==> config.mk <==
export PLATFORM = sky130hd
export DESIGN_NAME = sorted_priority_queue_flat
export DESIGN_NICKNAME = d
export VERILOG_FILES = /design/src/rtl/core/spq_pkg.sv /design/src/rtl/core/spq_intf.sv /design/src/rtl/core/spq_cell.sv /design/src/rtl/core/sorted_priority_queue.sv /design/src/flat_wrapper.sv
export SDC_FILE = /design/constraint.sdc
export NUM_CORES = 2
export LEC_CHECK = 0
export ABC_CLOCK_PERIOD_IN_PS = 15650
export BUFFER_PORTS_ARGS = -buffer_cell sky130_fd_sc_hd__buf_2
export CELL_PAD_IN_SITES_DETAIL_PLACEMENT = 1
export CELL_PAD_IN_SITES_GLOBAL_PLACEMENT = 2
export CORE_UTILIZATION = 46
export CTS_BUF_LIST = sky130_fd_sc_hd__clkbuf_4 sky130_fd_sc_hd__clkbuf_8 sky130_fd_sc_hd__clkbuf_16
export DETAILED_ROUTE_END_ITERATION = 7
export PLACE_DENSITY_LB_ADDON = 0.1
export SLEW_MARGIN = 15
export SYNTH_ARGS = -nofsm -noshare
export SYNTH_HDL_FRONTEND = slang
export SYNTH_SLANG_ARGS = --single-unit
==> constraint.sdc <==
create_clock -name clk -period 15.65 [get_ports clk]
set_input_delay 3.13 -clock clk [delete_from_list [all_inputs] [get_ports clk]]
set_output_delay 3.13 -clock clk [all_outputs]
set_load 0.01 [all_outputs]
==> src/rtl/core/spq_pkg.sv <==
// ---------------------------------------------------------------------------
// spq_pkg
// Shared types and constants for the sorted priority queue.
// ---------------------------------------------------------------------------
package spq_pkg;

  // default configuration
  localparam int DEPTH_DEF       = 16;
  localparam int VALUE_WIDTH_DEF = 32;

  // fixed field widths of the channels
  localparam int FIELD_W  = 32;
  localparam int COUNT_W  = 5;
  localparam int STATUS_W = 2;

  // request codes
  typedef enum logic {
    REQ_INSERT = 1'b0,
    REQ_REMOVE = 1'b1
  } req_t;

  // result status codes
  typedef enum logic [STATUS_W-1:0] {
    STAT_OK    = 2'd0,
    STAT_EMPTY = 2'd1,
    STAT_FULL  = 2'd2
  } status_t;

  // per-cycle command broadcast to every cell
  typedef struct packed {
    logic ins_en;
    logic rem_en;
  } cell_cmd_t;

endpackage

==> src/rtl/core/spq_intf.sv <==
// ---------------------------------------------------------------------------
// spq_intf
// Valid/ready channel interfaces for requests and results.
// ---------------------------------------------------------------------------
interface spq_in_if;
  logic                                valid;
  logic                                ready;
  logic                                req_type;
  logic signed [spq_pkg::FIELD_W-1:0]  value;

  modport source (output valid, output req_type, output value, input ready);
  modport sink   (input valid, input req_type, input value, output ready);
endinterface

interface spq_out_if;
  logic                                valid;
  logic                                ready;
  logic        [spq_pkg::STATUS_W-1:0] status;
  logic signed [spq_pkg::FIELD_W-1:0]  top_value;
  logic        [spq_pkg::COUNT_W-1:0]  entry_count;
  logic                                is_empty;

  modport source (output valid, output status, output top_value,
                  output entry_count, output is_empty, input ready);
  modport sink   (input valid, input status, input top_value,
                  input entry_count, input is_empty, output ready);
endinterface

==> src/rtl/core/spq_cell.sv <==
// ---------------------------------------------------------------------------
// spq_cell
// One slot of the descending chain: holds an entry, compares it with the
// broadcast insert value and shifts with its neighbors.
// ---------------------------------------------------------------------------
module spq_cell #(
  parameter int INDEX       = 0,
  parameter int CNT_W       = 5,
  parameter int VALUE_WIDTH = 32
) (
  input  logic                          clk,
  input  spq_pkg::cell_cmd_t            cmd,
  input  logic        [CNT_W-1:0]       count,
  input  logic signed [VALUE_WIDTH-1:0] ins_value,
  input  logic signed [VALUE_WIDTH-1:0] left_value,
  input  logic                          left_shift,
  input  logic signed [VALUE_WIDTH-1:0] right_value,
  output logic signed [VALUE_WIDTH-1:0] entry,
  output logic                          shift
);
  import spq_pkg::*;

  localparam logic [CNT_W-1:0] IDX = CNT_W'(INDEX);

  logic signed [VALUE_WIDTH-1:0] entry_r;
  logic signed [VALUE_WIDTH-1:0] entry_nxt;
  logic                          occupied;
  logic                          at_end;

  // flag entries that sit at or below the insert value
  assign occupied = IDX < count;
  assign at_end   = IDX == count;
  assign shift    = occupied && (entry_r <= ins_value);

  // take left or insert value on insert, right on remove, else hold
  always_comb begin
    entry_nxt = entry_r;
    if (cmd.ins_en) begin
      if (left_shift) begin
        entry_nxt = left_value;
      end else if (shift || at_end) begin
        entry_nxt = ins_value;
      end
    end else if (cmd.rem_en) begin
      entry_nxt = right_value;
    end
  end

  always_ff @(posedge clk) begin
    entry_r <= entry_nxt;
  end

  assign entry = entry_r;

endmodule

==> src/rtl/core/sorted_priority_queue.sv <==
// ---------------------------------------------------------------------------
// sorted_priority_queue
// Bounded priority queue built as a chain of compare-and-shift cells.
// ---------------------------------------------------------------------------
// Usage:
//   in_ch carries requests: req_type selects insert or remove of the largest
//   entry, value is the insert operand. out_ch returns one result beat per
//   request: status, largest value after the request (zero when empty),
//   entry count and empty flag.
//   Entries are kept largest first, so cell 0 always holds the top. An insert
//   shifts every entry at or below the new value one cell down the chain in
//   the same cycle; a remove shifts the whole chain up by one cell.
//   The result beat is registered: it appears in the cycle after the request.
//   Throughput: one request per cycle while the receiver keeps up, set by
//   the shift of the cell chain; the result register frees as the receiver
//   takes it. When the receiver stalls, the result beat holds and
//   in_ch.ready drops until it is taken.
//   Reset clears the entry count and the result valid; cell contents are not
//   cleared, only cells below the count are ever read.
//   Insert into a full queue reports STAT_FULL, remove on an empty queue
//   reports STAT_EMPTY; neither changes the stored entries.
// ---------------------------------------------------------------------------
module sorted_priority_queue #(
  parameter int DEPTH       = spq_pkg::DEPTH_DEF,
  parameter int VALUE_WIDTH = spq_pkg::VALUE_WIDTH_DEF
) (
  input  logic      clk,
  input  logic      rst_n,
  spq_in_if.sink    in_ch,
  spq_out_if.source out_ch
);
  import spq_pkg::*;

  localparam int CNT_W = $clog2(DEPTH + 1);
  localparam logic [CNT_W-1:0] FULL_CNT = CNT_W'(DEPTH);

  logic        [CNT_W-1:0]       count_r;
  logic        [CNT_W-1:0]       count_nxt;
  logic                          out_valid_r;
  status_t                       status_r;
  status_t                       status_nxt;
  logic signed [FIELD_W-1:0]     top_r;
  logic signed [FIELD_W-1:0]     top_nxt;
  logic        [COUNT_W-1:0]     count_out_r;
  logic                          empty_r;

  logic                          accept;
  logic                          is_full;
  logic                          is_none;
  cell_cmd_t                     cmd;
  logic signed [VALUE_WIDTH-1:0] ins_value;
  logic signed [VALUE_WIDTH-1:0] top_sel;
  logic signed [VALUE_WIDTH-1:0] cell_entry [DEPTH];
  logic                          cell_shift [DEPTH];

  // accept a request whenever the result register is free or draining
  assign in_ch.ready = !out_valid_r || out_ch.ready;
  assign accept      = in_ch.valid && in_ch.ready;
  assign is_full     = count_r == FULL_CNT;
  assign is_none     = count_r == '0;
  assign ins_value   = VALUE_WIDTH'(in_ch.value);

  // broadcast the chain command
  always_comb begin
    cmd.ins_en = accept && (in_ch.req_type == REQ_INSERT) && !is_full;
    cmd.rem_en = accept && (in_ch.req_type == REQ_REMOVE) && !is_none;
  end

  // build the cell chain
  for (genvar i = 0; i < DEPTH; i++) begin : g_cell
    logic signed [VALUE_WIDTH-1:0] left_value;
    logic                          left_shift;
    logic signed [VALUE_WIDTH-1:0] right_value;

    if (i == 0) begin : g_head
      assign left_value = cell_entry[0];
      assign left_shift = 1'b0;
    end else begin : g_body
      assign left_value = cell_entry[i-1];
      assign left_shift = cell_shift[i-1];
    end

    if (i == DEPTH - 1) begin : g_tail
      assign right_value = cell_entry[i];
    end else begin : g_next
      assign right_value = cell_entry[i+1];
    end

    spq_cell #(
      .INDEX       (i),
      .CNT_W       (CNT_W),
      .VALUE_WIDTH (VALUE_WIDTH)
    ) u_cell (
      .clk         (clk),
      .cmd         (cmd),
      .count       (count_r),
      .ins_value   (ins_value),
      .left_value  (left_value),
      .left_shift  (left_shift),
      .right_value (right_value),
      .entry       (cell_entry[i]),
      .shift       (cell_shift[i])
    );
  end

  // work out status, next count and new top from the current chain head
  always_comb begin
    count_nxt  = count_r;
    status_nxt = STAT_OK;
    top_sel    = cell_entry[0];
    if (in_ch.req_type == REQ_INSERT) begin
      if (is_full) begin
        status_nxt = STAT_FULL;
      end else begin
        count_nxt = count_r + 1'b1;
        if (is_none || (ins_value >= cell_entry[0])) begin
          top_sel = ins_value;
        end
      end
    end else begin
      if (is_none) begin
        status_nxt = STAT_EMPTY;
        top_sel    = '0;
      end else begin
        count_nxt = count_r - 1'b1;
        top_sel   = (count_r > CNT_W'(1)) ? cell_entry[1] : '0;
      end
    end
    top_nxt = FIELD_W'(top_sel);
  end

  // hold count and result valid
  always_ff @(posedge clk) begin
    if (!rst_n) begin
      count_r     <= '0;
      out_valid_r <= 1'b0;
    end else begin
      if (accept) begin
        count_r     <= count_nxt;
        out_valid_r <= 1'b1;
      end else if (out_ch.ready) begin
        out_valid_r <= 1'b0;
      end
    end
  end

  // load the result payload on each request beat
  always_ff @(posedge clk) begin
    if (accept) begin
      status_r    <= status_nxt;
      top_r       <= top_nxt;
      count_out_r <= COUNT_W'(count_nxt);
      empty_r     <= count_nxt == '0;
    end
  end

  assign out_ch.valid       = out_valid_r;
  assign out_ch.status      = status_r;
  assign out_ch.top_value   = top_r;
  assign out_ch.entry_count = count_out_r;
  assign out_ch.is_empty    = empty_r;

endmodule

==> src/flat_wrapper.sv <==
// flat-port wrapper written by rule: the top's interface ports become plain ports
module sorted_priority_queue_flat import spq_pkg::*;
#(
  parameter int DEPTH       = spq_pkg::DEPTH_DEF,
  parameter int VALUE_WIDTH = spq_pkg::VALUE_WIDTH_DEF
)
  (clk, rst_n, in_ch_valid, in_ch_req_type, in_ch_value, in_ch_ready, out_ch_valid, out_ch_status, out_ch_top_value, out_ch_entry_count, out_ch_is_empty, out_ch_ready);
  spq_in_if in_ch_i ();
  spq_out_if out_ch_i ();
  input  logic clk;
  input  logic rst_n;
  input wire logic [$bits(in_ch_i.valid)-1:0] in_ch_valid;
  input wire logic [$bits(in_ch_i.req_type)-1:0] in_ch_req_type;
  input wire logic [$bits(in_ch_i.value)-1:0] in_ch_value;
  output wire logic [$bits(in_ch_i.ready)-1:0] in_ch_ready;
  output wire logic [$bits(out_ch_i.valid)-1:0] out_ch_valid;
  output wire logic [$bits(out_ch_i.status)-1:0] out_ch_status;
  output wire logic [$bits(out_ch_i.top_value)-1:0] out_ch_top_value;
  output wire logic [$bits(out_ch_i.entry_count)-1:0] out_ch_entry_count;
  output wire logic [$bits(out_ch_i.is_empty)-1:0] out_ch_is_empty;
  input wire logic [$bits(out_ch_i.ready)-1:0] out_ch_ready;
  assign in_ch_i.valid = in_ch_valid;
  assign in_ch_i.req_type = in_ch_req_type;
  assign in_ch_i.value = in_ch_value;
  assign in_ch_ready = in_ch_i.ready;
  assign out_ch_valid = out_ch_i.valid;
  assign out_ch_status = out_ch_i.status;
  assign out_ch_top_value = out_ch_i.top_value;
  assign out_ch_entry_count = out_ch_i.entry_count;
  assign out_ch_is_empty = out_ch_i.is_empty;
  assign out_ch_i.ready = out_ch_ready;
  sorted_priority_queue #(.DEPTH(DEPTH), .VALUE_WIDTH(VALUE_WIDTH)) u_core (.clk(clk), .rst_n(rst_n), .in_ch(in_ch_i), .out_ch(out_ch_i));
endmodule
==> flow_metrics.tcl <==
set metrics [dict create \
    status "finished, final reports clean" \
    syn_nets 4454 \
    h-tree-depth 3 \
    hold_violations 0 \
    hold_slack_ns 0.553 \
    yosys_warnings 0 \
    fin_skew_ns 0.0224 \
    cts_tree "built" \
    place_area_um2 41300 \
    start_util_pct 46.6 \
    hold_buffers 0 \
    root_buffer "clkbuf_16" \
    cts_resized 0 \
    tightest_slew_ns 1.12 \
    p_leak_nw 18.4 \
    drv_slew 0 \
    synth_edf_count 552 \
    grt_pass1_wl_mm 204 \
    cts_buffer_depth 3 \
    port_buffers 78 \
    dr.pass1.iters 5 \
    async_flop_share_pct 0 \
    syn_inst 3900 \
    synth_flop_cell "edfxtp_1" \
    crit_type "in2reg" \
    crit_path_cell_trace "buf_2, inv_1, ha_1, and3_1, nand3_1, or4_1, or4_1, nand3_2, buf_4, nor3b_1, o21ai_4" \
    rr_worst_depth 7 \
    antenna_found_initial 1 \
    gp_congestion 0.902 \
    cts_made_buffers 71 \
    crit_required_ns 15.89 \
    ir_drop_mv 0.110 \
    crit_path_frequent_cell "or4_1" \
    tns_ns 0 \
    wl_per_cell_um 26.3 \
    die_height_um 296 \
    track_usage_pct 30.5 \
    multi_input_area_um2 21900 \
    reg2reg_from "u_core.count_r[0]" \
    vias_per_cell 6.21 \
    ys_types 76 \
    dr.first_iter.drc_count 2273 \
    worst_setup_path_end_kind "flop" \
    layout-drive-gt1-share_pct 8.70 \
    synth_top_family_by_area "adder cells" \
    clock_latency_ns 0.63 \
    synth.avg_cell_area_um2 10.2 \
    register_area_um2 16700 \
    critPathMaxFanout 32 \
    fin_area_um2 43600 \
    drtAntennaViolNets 0 \
    place_ws_ns 7.49 \
    fin_ws_ns 8.12 \
    muxShareOfSynthArea_pct 12.1 \
    grt_max_degree 213 \
    setup.worst_path.start_class "input port" \
    grt-ovfl-total 0 \
    critPathMaxStageDelay_ns 0.83 \
    min_path_cells 2 \
    yosys_register_bits 558 \
    synthAdderAreaFrac_pct 16.3 \
    cpMaxStageDelayCell "o21ai_4" \
    layout.cells.most_common "nand2_1" \
    synth-simple-area-share_pct 10.7 \
    postCtsSetupBuffers 0 \
    setup_viol_count_final 0 \
    die_w_um 296 \
    arrival_ns 7.77 \
    num-fill-cells 9336 \
    die_area_um2 87700 \
    pin_count 79 \
    synth_compound_area_share_pct 15.1 \
    yosysSeqAreaShare_pct 41.9 \
    rsz0062_at_grt "false" \
    core_area_um2 85400 \
    crit_start "in_ch_value[29]" \
    routed_wl_mm 134 \
    mappedNetlistArea_um2 39800 \
    maxCapViolCount 0 \
    clk_pin_slew_ns 0.05 \
    powerDensity_nw_per_um2 114 \
    dp_hpwl_mm 99.2 \
    hp-class "reg2reg" \
    relSlewSlack_pct 24.8 \
    synthXorXnorAreaFrac_pct 0.0660 \
    numClockSinks 558 \
    drc 0 \
    syn_to_final_growth_pct 9.52 \
    grt_pass1_vias 33000 \
    vias 31500 \
    min_period_ns 7.53 \
    std_cell_rows 107 \
    fin_crit_sh_pct 48.1 \
    nNetsFinal 4428 \
    hp-start "u_core.out_ch.valid" \
    total_power_mw 4.96 \
    layout_common_cells "nand2_1, edfxtp_1, o21ai_0" \
    fmax_ghz 0.133 \
]
-- cells by family after synthesis --
group | count (synthesis)
AO/OA/AOI/OAI | 1062
AND/OR/NAND/NOR | 949
flip-flops | 558
adder cells (fa/ha/maj) | 517
multiplexers | 477
buffers and inverters | 334
XOR/XNOR | 3
-- stage by stage --
stage	std cells	utilization (%)
6_report	5076	51.0
5_1_grt	5076	51.0
4_1_cts	5075	51.0
2_1_floorplan	3900	-
3_5_place_dp	4945	48.4
3_3_place_gp	4945	48.4
-- power breakdown --
group | switching (mW) | leakage (nW) | total [mW] | internal, mW
Sequential | 0.149 | 5.17 | 2.03 | 1.88
Combinational | 0.830 | 12.1 | 1.28 | 0.453
Clock | 0.681 | 1.15 | 1.65 | 0.968
Total | 1.66 | 18.4 | 4.96 | 3.30
-- final timing paths --
kind	end	slack, ns
setup / recovery	u_core.g_cell[6].u_cell.entry[7]	8.12
hold / removal	u_core.out_ch.valid	0.55
setup reg to reg	u_core.g_cell[2].u_cell.entry[8]	10.61
hold reg to reg	u_core.out_ch.valid	0.55
-- critical path, delay by kind of cell --
family          cells  cell delay [ns]
simple gates        6             2.03
buf+inv             3             1.23
fa+ha+maj           1             0.49
compound gates      1             0.83
-- state kept, by name, indices dropped and copies added, names as in the netlist --
register                    count
u_core.count_r                  5
u_core.g_cell.u_cell.entry    512
u_core.out_ch.entry_count       5
u_core.out_ch.is_empty          1
u_core.out_ch.status            2
u_core.out_ch.top_value        32
u_core.out_ch.valid             1
-- cell usage after synthesis (all sizes together), types with 25 or more instances --
master  instances  area [um2]
nand2         560        2100
o21ai         558        2790
edfxtp        552       16600
ha            517        6470
mux2i         444        4440
a21oi         262        1310
clkbuf        149         559
nor2          118         443
nand4         112         701
buf            95         632
inv            85         319
a21o           68         510
a31oi          42         278
nand3          36         180
mux2           33         372
nor2b          25         156
-- routing by layer --
metal  up-vias  GRT usage [%]  wire length [um]
met5         -              0                 0
met4         0           9.04              3760
met3       191           3.57              5840
met2       815           49.6             62000
met1     15900           42.5             62100
li1      14700              -                 -
-- final cells by class --
cell class	count	share of cell area [%]
multi-input cells	3008	50.3
flip-flops and latches	558	38.3
clock buffers	98	4.72
well taps	1144	3.28
repair buffers	150	2.16
inverters	85	0.732
clock inverters	32	0.531
diodes	1	0.00574
Note: power is estimated with default switching activity, not from simulation.
